`src/hdl/lcdmux_pkg.sv`:
```
// Shared types, constants, microcode table and segment decoder for the
// segment LCD multiplex driver. No dependencies.
package lcdmux_pkg;

    // Request kinds carried in s_tuser
    localparam logic [2:0] REQ_ADVANCE = 3'd0;
    localparam logic [2:0] REQ_TENS    = 3'd1;
    localparam logic [2:0] REQ_ONES    = 3'd2;
    localparam logic [2:0] REQ_VOLT    = 3'd3;
    localparam logic [2:0] REQ_TEMP    = 3'd4;

    // Datapath operations
    localparam logic [2:0] OP_NOP      = 3'd0;
    localparam logic [2:0] OP_ADVANCE  = 3'd1;
    localparam logic [2:0] OP_TENS     = 3'd2;
    localparam logic [2:0] OP_ONES     = 3'd3;
    localparam logic [2:0] OP_VOLT     = 3'd4;
    localparam logic [2:0] OP_TEMP_MUL = 3'd5;
    localparam logic [2:0] OP_TEMP_DIG = 3'd6;
    localparam logic [2:0] OP_EMIT     = 3'd7;

    // Sequencer jump conditions
    localparam logic [1:0] CND_GOTO     = 2'd0;
    localparam logic [1:0] CND_WAIT_IN  = 2'd1;
    localparam logic [1:0] CND_DISPATCH = 2'd2;
    localparam logic [1:0] CND_WAIT_OUT = 2'd3;

    // Program steps
    localparam int STEP_W = 4;
    localparam logic [STEP_W-1:0] STEP_FETCH    = 4'd0;
    localparam logic [STEP_W-1:0] STEP_DISPATCH = 4'd1;
    localparam logic [STEP_W-1:0] STEP_ADV      = 4'd2; // dispatch base, +req_type
    localparam logic [STEP_W-1:0] STEP_TENS     = 4'd3;
    localparam logic [STEP_W-1:0] STEP_ONES     = 4'd4;
    localparam logic [STEP_W-1:0] STEP_VOLT     = 4'd5;
    localparam logic [STEP_W-1:0] STEP_TEMP     = 4'd6;
    localparam logic [STEP_W-1:0] STEP_EMIT     = 4'd7;
    localparam logic [STEP_W-1:0] STEP_TEMP2    = 4'd8;

    // Voltage bands (mV) and divisor values
    localparam logic [12:0] MV_BAND1 = 13'd2400;
    localparam logic [12:0] MV_BAND2 = 13'd2800;
    localparam logic [12:0] MV_BAND3 = 13'd3200;
    localparam logic [12:0] MV_BAND4 = 13'd3600;
    localparam logic [6:0]  DIV_1    = 7'd1;
    localparam logic [6:0]  DIV_2    = 7'd2;
    localparam logic [6:0]  DIV_4    = 7'd4;
    localparam logic [6:0]  DIV_16   = 7'd16;
    localparam logic [6:0]  DIV_100  = 7'd100;

    localparam logic [15:0] PHASE_TICKS_RST = 16'd138;

    // x / 100 = (x * 83887) >> 23, exact for 16-bit x
    localparam logic [16:0] RECIP_100 = 17'd83887;
    localparam int          RECIP_100_SH = 23;
    // t / 10 = (t * 205) >> 11, exact for 8-bit t
    localparam logic [12:0] RECIP_10 = 13'd205;
    localparam int          RECIP_10_SH = 11;
    localparam int          PROD_W = 33;

    typedef struct packed {
        logic       take_in;
        logic [1:0] cond;
        logic [2:0] op;
        logic [STEP_W-1:0] target;
    } lcdmux_cw_t;

    typedef struct packed {
        logic [2:0] op;
        logic       exec;
        logic       latch_in;
    } lcdmux_ctl_t;

    typedef struct packed {
        logic [15:0] duration;
        logic        pwm_level;
        logic [6:0]  seg_lines;
        logic [2:0]  com_lines;
        logic [2:0]  phase;
    } lcdmux_out_t;

    function automatic lcdmux_cw_t ucode(input logic [STEP_W-1:0] step);
        lcdmux_cw_t cw;
        cw = '{take_in: 1'b0, cond: CND_GOTO, op: OP_NOP, target: STEP_FETCH};
        unique case (step)
            STEP_FETCH:    cw = '{1'b1, CND_WAIT_IN,  OP_NOP,      STEP_DISPATCH};
            STEP_DISPATCH: cw = '{1'b0, CND_DISPATCH, OP_NOP,      STEP_FETCH};
            STEP_ADV:      cw = '{1'b0, CND_GOTO,     OP_ADVANCE,  STEP_EMIT};
            STEP_TENS:     cw = '{1'b0, CND_GOTO,     OP_TENS,     STEP_FETCH};
            STEP_ONES:     cw = '{1'b0, CND_GOTO,     OP_ONES,     STEP_FETCH};
            STEP_VOLT:     cw = '{1'b0, CND_GOTO,     OP_VOLT,     STEP_FETCH};
            STEP_TEMP:     cw = '{1'b0, CND_GOTO,     OP_TEMP_MUL, STEP_TEMP2};
            STEP_EMIT:     cw = '{1'b0, CND_WAIT_OUT, OP_EMIT,     STEP_FETCH};
            STEP_TEMP2:    cw = '{1'b0, CND_GOTO,     OP_TEMP_DIG, STEP_FETCH};
            default:       cw = '{1'b0, CND_GOTO,     OP_NOP,      STEP_FETCH};
        endcase
        return cw;
    endfunction

    // Segment code: bit0 A .. bit6 G; codes above nine light nothing
    function automatic logic [6:0] digit_segs(input logic [3:0] d);
        logic [6:0] s;
        case (d)
            4'd0:    s = 7'h3F;
            4'd1:    s = 7'h06;
            4'd2:    s = 7'h5B;
            4'd3:    s = 7'h4F;
            4'd4:    s = 7'h66;
            4'd5:    s = 7'h6D;
            4'd6:    s = 7'h7D;
            4'd7:    s = 7'h07;
            4'd8:    s = 7'h7F;
            4'd9:    s = 7'h6F;
            default: s = 7'h00;
        endcase
        return s;
    endfunction

endpackage

```
`src/hdl/segment_lcd_mux_driver_top.sv`:
```
// Channel   | Dir | Fields (low bit first)
// s_axis    | in  | tdata: supply_mv[12:0], temperature[20:13]; tuser: req_type[2:0]
// m_axis    | out | tdata: phase, com_lines, seg_lines, pwm_level, duration
// cfg       | in  | cfg_data: phase_ticks[15:0]
//
// Each request runs through the microcode steps fetch, dispatch and execute;
// a phase advance adds an emit step and a temperature request a second digit
// step; a reserved code skips execute. Reset puts the step counter at fetch.
// A stalled result holds in the output register; the next request is taken
// while it waits, and only a second advance stalls at its emit step.
// Top level: microcoded sequencer and output handshake. Depends on
// lcdmux_pkg and lcdmux_dp.
module segment_lcd_mux_driver_top
    import lcdmux_pkg::*;
(
    input  logic        clk,
    input  logic        rst_n,
    input  logic        s_tvalid,
    output logic        s_tready,
    input  logic [23:0] s_tdata,   // supply_mv[12:0], temperature[20:13]
    input  logic [2:0]  s_tuser,   // req_type[2:0]
    output logic        m_tvalid,
    input  logic        m_tready,
    output logic [31:0] m_tdata,   // phase[2:0], com_lines[5:3], seg_lines[12:6],
                                   // pwm_level[13], duration[29:14]
    input  logic        cfg_valid,
    output logic        cfg_ready,
    input  logic [15:0] cfg_data
);

    logic [STEP_W-1:0] step_reg, step_next;
    logic              m_tvalid_reg, m_tvalid_next;
    lcdmux_cw_t        cw;
    lcdmux_ctl_t       ctl;
    lcdmux_out_t       out_item;
    logic [2:0]        req;
    logic              s_xfer, slot_free;

    assign cw        = ucode(step_reg);
    assign s_tready  = cw.take_in;
    assign s_xfer    = s_tvalid && s_tready;
    assign slot_free = !m_tvalid_reg || m_tready;
    assign cfg_ready = 1'b1;

    always_comb
    begin
        ctl.op       = cw.op;
        ctl.latch_in = s_xfer;
        ctl.exec     = 1'b1;
        step_next    = cw.target;
        unique case (cw.cond)
            CND_WAIT_IN:
                if (!s_xfer) step_next = step_reg;
            CND_DISPATCH:
                step_next = (req <= REQ_TEMP) ? STEP_W'(STEP_ADV + {1'b0, req})
                                              : STEP_FETCH;
            CND_WAIT_OUT:
            begin
                ctl.exec = slot_free;
                if (!slot_free) step_next = step_reg;
            end
            default: ;
        endcase
    end

    always_comb
    begin
        m_tvalid_next = m_tvalid_reg;
        if (m_tready)
            m_tvalid_next = 1'b0;
        if (ctl.exec && cw.op == OP_EMIT)
            m_tvalid_next = 1'b1;
    end

    always_ff @(posedge clk or negedge rst_n)
    begin
        if (!rst_n)
        begin
            step_reg     <= STEP_FETCH;
            m_tvalid_reg <= 1'b0;
        end
        else
        begin
            step_reg     <= step_next;
            m_tvalid_reg <= m_tvalid_next;
        end
    end

    lcdmux_dp u_dp (
        .clk       (clk),
        .rst_n     (rst_n),
        .ctl       (ctl),
        .in_req    (s_tuser),
        .in_mv     (s_tdata[12:0]),
        .in_temp   (s_tdata[20:13]),
        .cfg_we    (cfg_valid),
        .cfg_wdata (cfg_data),
        .req       (req),
        .out_item  (out_item)
    );

    assign m_tvalid = m_tvalid_reg;
    assign m_tdata  = {2'b00, out_item};

endmodule

```
`src/hdl/lcdmux_dp.sv`:
```
// Datapath of the LCD multiplex driver: display state, contrast divisor,
// the product register shared by both reciprocal multiplies, and the
// pin/duration output register. Depends on lcdmux_pkg.
module lcdmux_dp
    import lcdmux_pkg::*;
(
    input  logic        clk,
    input  logic        rst_n,
    input  lcdmux_ctl_t ctl,
    input  logic [2:0]  in_req,
    input  logic [12:0] in_mv,
    input  logic [7:0]  in_temp,
    input  logic        cfg_we,
    input  logic [15:0] cfg_wdata,
    output logic [2:0]  req,
    output lcdmux_out_t out_item
);

    logic [15:0] ticks_reg;
    logic [2:0]  phase_reg, phase_next;
    logic [3:0]  tens_reg, tens_next;
    logic [3:0]  ones_reg, ones_next;
    logic [6:0]  div_reg, div_next;
    logic [2:0]  req_reg;
    logic [12:0] mv_reg;
    logic [7:0]  temp_reg;
    logic [PROD_W-1:0] prod_reg, prod_next;
    lcdmux_out_t out_reg, out_next;

    logic [4:0]  quot;
    logic [7:0]  quot_x10;
    logic [6:0]  st, so;
    logic [15:0] dur;

    assign req      = req_reg;
    assign out_item = out_reg;

    always_comb
    begin
        phase_next = phase_reg;
        tens_next  = tens_reg;
        ones_next  = ones_reg;
        div_next   = div_reg;
        prod_next  = prod_reg;
        quot       = prod_reg[RECIP_10_SH+4:RECIP_10_SH];
        quot_x10   = 8'({3'b000, quot} * 8'd10);
        if (ctl.exec)
        begin
            case (ctl.op)
                OP_ADVANCE:
                begin
                    phase_next = phase_reg + 3'd1;
                    prod_next  = PROD_W'(ticks_reg * RECIP_100);
                end
                OP_TENS:
                    tens_next = (tens_reg >= 4'd9) ? 4'd0 : tens_reg + 4'd1;
                OP_ONES:
                begin
                    if (ones_reg >= 4'd9)
                    begin
                        ones_next = 4'd0;
                        tens_next = (tens_reg >= 4'd9) ? 4'd0 : tens_reg + 4'd1;
                    end
                    else
                    begin
                        ones_next = ones_reg + 4'd1;
                    end
                end
                OP_VOLT:
                begin
                    if (mv_reg <= MV_BAND1)      div_next = DIV_1;
                    else if (mv_reg <= MV_BAND2) div_next = DIV_2;
                    else if (mv_reg <= MV_BAND3) div_next = DIV_4;
                    else if (mv_reg <= MV_BAND4) div_next = DIV_16;
                end
                OP_TEMP_MUL:
                    prod_next = PROD_W'(temp_reg * RECIP_10);
                OP_TEMP_DIG:
                begin
                    ones_next = 4'(temp_reg - quot_x10);
                    // hundreds dropped: quotient is at most 25
                    if (quot >= 5'd20)      tens_next = 4'(quot - 5'd20);
                    else if (quot >= 5'd10) tens_next = 4'(quot - 5'd10);
                    else                    tens_next = quot[3:0];
                end
                default: ;
            endcase
        end
    end

    // Output word for the phase just entered
    always_comb
    begin
        st = digit_segs(tens_reg);
        so = digit_segs(ones_reg);
        out_next = out_reg;
        out_next.phase = phase_reg;
        unique case (phase_reg)
            3'd0: begin out_next.com_lines = 3'd0; out_next.seg_lines = 7'h7F;
                        out_next.pwm_level = 1'b0; end
            3'd1: begin out_next.com_lines = 3'd7; out_next.seg_lines = 7'h00;
                        out_next.pwm_level = 1'b1; end
            3'd2: begin out_next.com_lines = 3'd6; out_next.pwm_level = 1'b0;
                        out_next.seg_lines = {1'b0, so[1], so[0], so[5],
                                              st[1], st[0], st[5]}; end
            3'd3: begin out_next.com_lines = 3'd1; out_next.seg_lines = 7'h00;
                        out_next.pwm_level = 1'b1; end
            3'd4: begin out_next.com_lines = 3'd5; out_next.pwm_level = 1'b0;
                        out_next.seg_lines = {1'b0, so[2], so[6], so[4],
                                              st[2], st[6], st[4]}; end
            3'd5: begin out_next.com_lines = 3'd2; out_next.seg_lines = 7'h00;
                        out_next.pwm_level = 1'b1; end
            3'd6: begin out_next.com_lines = 3'd3; out_next.pwm_level = 1'b0;
                        out_next.seg_lines = {2'b00, so[3], 1'b0, 1'b1,
                                              st[3], 1'b0}; end
            default: begin out_next.com_lines = 3'd4; out_next.seg_lines = 7'h00;
                           out_next.pwm_level = 1'b1; end
        endcase
        if (phase_reg > 3'd1)
            dur = ticks_reg;
        else
        begin
            case (div_reg)
                DIV_2:   dur = {1'b0, ticks_reg[15:1]};
                DIV_4:   dur = {2'b00, ticks_reg[15:2]};
                DIV_16:  dur = {4'b0000, ticks_reg[15:4]};
                DIV_100: dur = 16'(prod_reg[PROD_W-1:RECIP_100_SH]);
                default: dur = ticks_reg;
            endcase
        end
        out_next.duration = dur;
    end

    always_ff @(posedge clk or negedge rst_n)
    begin
        if (!rst_n)
        begin
            ticks_reg <= PHASE_TICKS_RST;
            phase_reg <= 3'd0;
            tens_reg  <= 4'd0;
            ones_reg  <= 4'd0;
            div_reg   <= DIV_100;
        end
        else
        begin
            if (cfg_we)
                ticks_reg <= cfg_wdata;
            phase_reg <= phase_next;
            tens_reg  <= tens_next;
            ones_reg  <= ones_next;
            div_reg   <= div_next;
        end
    end

    always_ff @(posedge clk)
    begin
        if (ctl.latch_in)
        begin
            req_reg  <= in_req;
            mv_reg   <= in_mv;
            temp_reg <= in_temp;
        end
        prod_reg <= prod_next;
        if (ctl.exec && ctl.op == OP_EMIT)
            out_reg <= out_next;
    end

endmodule

```
`config.mk`:
```
export PLATFORM = sky130hd
export DESIGN_NAME = segment_lcd_mux_driver_top
export DESIGN_NICKNAME = d
export VERILOG_FILES = /design/src/hdl/lcdmux_pkg.sv /design/src/hdl/segment_lcd_mux_driver_top.sv /design/src/hdl/lcdmux_dp.sv
export SDC_FILE = /design/constraint.sdc
export NUM_CORES = 1
export LEC_CHECK = 0
export BUFFER_PORTS_ARGS = -buffer_cell sky130_fd_sc_hd__buf_2
export CORE_UTILIZATION = 40
export DETAILED_ROUTE_END_ITERATION = 12
export PLACE_DENSITY_LB_ADDON = 0.15
export SYNTH_ARGS = -nofsm -noshare
export SYNTH_HDL_FRONTEND = slang
export SYNTH_SLANG_ARGS = --single-unit
```
`constraint.sdc`:
```
create_clock -name clk -period 7.9 [get_ports clk]
set_clock_uncertainty 0.2 [all_clocks]
set_input_delay 0 -clock clk [delete_from_list [all_inputs] [get_ports clk]]
set_output_delay 0 -clock clk [all_outputs]
set_load 0.005 [all_outputs]
```
==> impl_metrics.env <==
export IMPL_status="completed"
export IMPL_holdCritPathClass="in -> reg"
export IMPL_drv_slew=0
export IMPL_ios=83
export IMPL_path_clk_slew_ns=0.08
export IMPL_worstPathMaxFanout=11
export IMPL_cp_required_ns=7.83
export IMPL_drt_pass1_iter_count=5
export IMPL_synthArstFlopShare_pct=34.9
export IMPL_post_cts_setup_buffer_count=0
export IMPL_layout_commonest_cell="inv_1"
export IMPL_netlist_area_sq_um=11800
export IMPL_antenna_found_initial=0
export IMPL_grt_pass1_wl_mm=45.0
export IMPL_setup_tns_ns=0
export IMPL_cap_violations=0
export IMPL_post_cts_resized=0
export IMPL_tightest_slew_ns=1.10
export IMPL_slowest_stage="fa_1"
export IMPL_fillCellCount=2780
export IMPL_cts_hold_buf=64
export IMPL_grt_pass1_vias=8711
export IMPL_via_per_inst=5.04
export IMPL_grt_usage_pct=18.9
export IMPL_slew_headroom_pct=26.4
export IMPL_final_cell_mix="242 x inv_1, 201 x ha_1, 109 x fa_1"
export IMPL_largest_register_ffs=30
export IMPL_ys_top_cells_by_area="ha_1 21%, fa_1 19%, edfxtp_1 18%, inv_1 7.7%, dfrtp_1 6.8%"
export IMPL_max_freq_ghz=0.153
export IMPL_period_needed_ns=6.52
export IMPL_cts_inserted_buffers=9
export IMPL_finalCritPeriodShare_pct=82.5
export IMPL_ant_nets=0
export IMPL_start_util_pct=40.8
export IMPL_portBuffers=76
export IMPL_ys_ff_latch=106
export IMPL_routabilityCongestion=0.867
export IMPL_end_kind="register"
export IMPL_setup_viol=0
export IMPL_clock_sinks=106
export IMPL_antenna_cells=0
export IMPL_num_rows=62
export IMPL_drtIter0Drc=427
export IMPL_clockBufferDepth=2
export IMPL_place_hpwl_mm=21.3
export IMPL_crit_arrival_ns=6.44
export IMPL_critPathMaxStageDelay_ns=0.70
export IMPL_via_count=8605
export IMPL_yosys_most_used_dff="edfxtp_1"
export IMPL_cts_htree_levels=3
export IMPL_final_layout_size_suffix_gt1_share_pct=9.44
export IMPL_cts_root_buf="clkbuf_16"
export IMPL_dieArea_sq_um=30100
export IMPL_die_y_um=174
export IMPL_synth_distinct_cells=66
export IMPL_synth_edf_count=69
export IMPL_syn_to_final_growth_pct=14.6
export IMPL_yosysWarnings=0
export IMPL_wirelength_mm=26.5
export IMPL_clk_latency_ns=0.37
export IMPL_syn_inst=1190
export IMPL_avgSynthCellArea_sq_um=9.89
export IMPL_core_sq_um=28900
export IMPL_wl_per_cell_um=15.5
export IMPL_yosysTopAreaCellShare_pct=21.4
export IMPL_grt_max_degree=38
export IMPL_crit_type="reg -> reg"
export IMPL_rsz0062_at_grt="false"
export IMPL_drc_errors=0
export IMPL_cts_tree="yes"
export IMPL_yosysTopAreaCell="ha_1"
export IMPL_cp_common_cell="fa_1"
export IMPL_synth_seq_area_share_pct=25.5
export IMPL_nNetsFinal=1677
export IMPL_overflow=0
export IMPL_critPathLaunchType="register"
export IMPL_path_cells="fa_1 -> inv_1 -> fa_1 -> inv_1 -> fa_1 -> fa_1 -> fa_1 -> inv_1 -> fa_1 -> inv_1 -> ha_1 -> nand3_1 -> or4_1 -> or4_1 -> and3_1 -> o21a_1"
export IMPL_die_w_um=174
export IMPL_hold_viol=0
==> metrics by stage <==
| step | cell area [sq um] | cells | setup slack [ns] | hold WS, ns | utilization (%) |
|---|---|---|---|---|---|
| final | 13500 | 1708 | 1.38 | 0.0107 | 46.7 |
| after global routing | 13500 | 1708 | 1.15 | 0.0332 | 46.7 |
| after CTS | 13500 | 1708 | 1.35 | 0.000575 | 46.7 |
| after detailed placement | 12600 | 1628 | 1.39 | -0.0219 | 43.5 |
| after global placement | 12600 | 1628 | 1.40 | -0.0233 | 43.5 |
| after floorplan | 11800 | 1191 | 1.93 | -0.496 | - |
==> synth_stat cells (17+ instances only) <==
master	number
inv_1	242
edfxtp_1	69
ha_1	201
o21ai_0	71
nor2_1	34
nand3_1	21
a21oi_1	51
a22o_1	17
nand2_1	81
clkbuf_1	22
nor3_1	21
fa_1	109
dfrtp_1	32
==> area by class of cell <==
class	count	area [sq um]	share of cell area [%]
well taps	384	480	3.56
repair buffers	144	1050	7.79
flip-flops and latches	106	3000	22.3
clock inverters	7	60.1	0.445
multi-input cells	816	7760	57.5
clock buffers	9	225	1.67
inverters	242	908	6.73
==> logic make-up after synthesis <==
family / Yosys count / share of synthesized area [%]
xor gates and xnor gates: 18 / 1.34
muxes: 22 / 2.00
DFF: 106 / 25.5
adders and majority gates: 310 / 39.9
and+or+nand+nor: 234 / 9.98
buffers and inverters: 269 / 8.69
other: 2 / 0.0638
AOI/OAI and AO/OA: 229 / 12.5
==> path summary, 6_finish.rpt <==
path                                         start                end  slack, ns  depth (start not counted)
worst max-delay path            u_dp.ticks_reg[14]  u_dp.prod_reg[32]       1.38                         16
worst min-delay path                     cfg_valid  u_dp.ticks_reg[9]       0.01                          2
worst max register to register  u_dp.ticks_reg[14]  u_dp.prod_reg[32]       1.38                         16
worst min register to register     u_dp.div_reg[2]    u_dp.div_reg[2]       0.30                          2
max in group asynchronous                    rst_n        step_reg[1]       6.76                          2
min in group asynchronous                    rst_n   u_dp.tens_reg[2]       0.13                          2
==> layer usage <==
layer | wire (um) | vias to the layer above | track usage [%] | share of wire, %
met1 | 13100 | 4129 | 26.8 | 49
met2 | 12000 | 145 | 30.4 | 45
met3 | 1050 | 15 | 3.16 | 4.0
li1 | - | 4316 | - | -
met5 | 0 | - | 0 | 0
met4 | 335 | 0 | 3.98 | 1.3
==> critical path, delay by kind of cell, from the launching register on <==
kind / cells / cell delay [ns]
adders and majority gates: 7 / 3.78
and+or+nand+nor: 4 / 1.26
DFF: 1 / 0.58
buffers and inverters: 4 / 0.29
AOI/OAI and AO/OA: 1 / 0.16
Power is not shown: default switching activity piles up to over one toggle a cycle in this logic, so the estimate is an artifact.
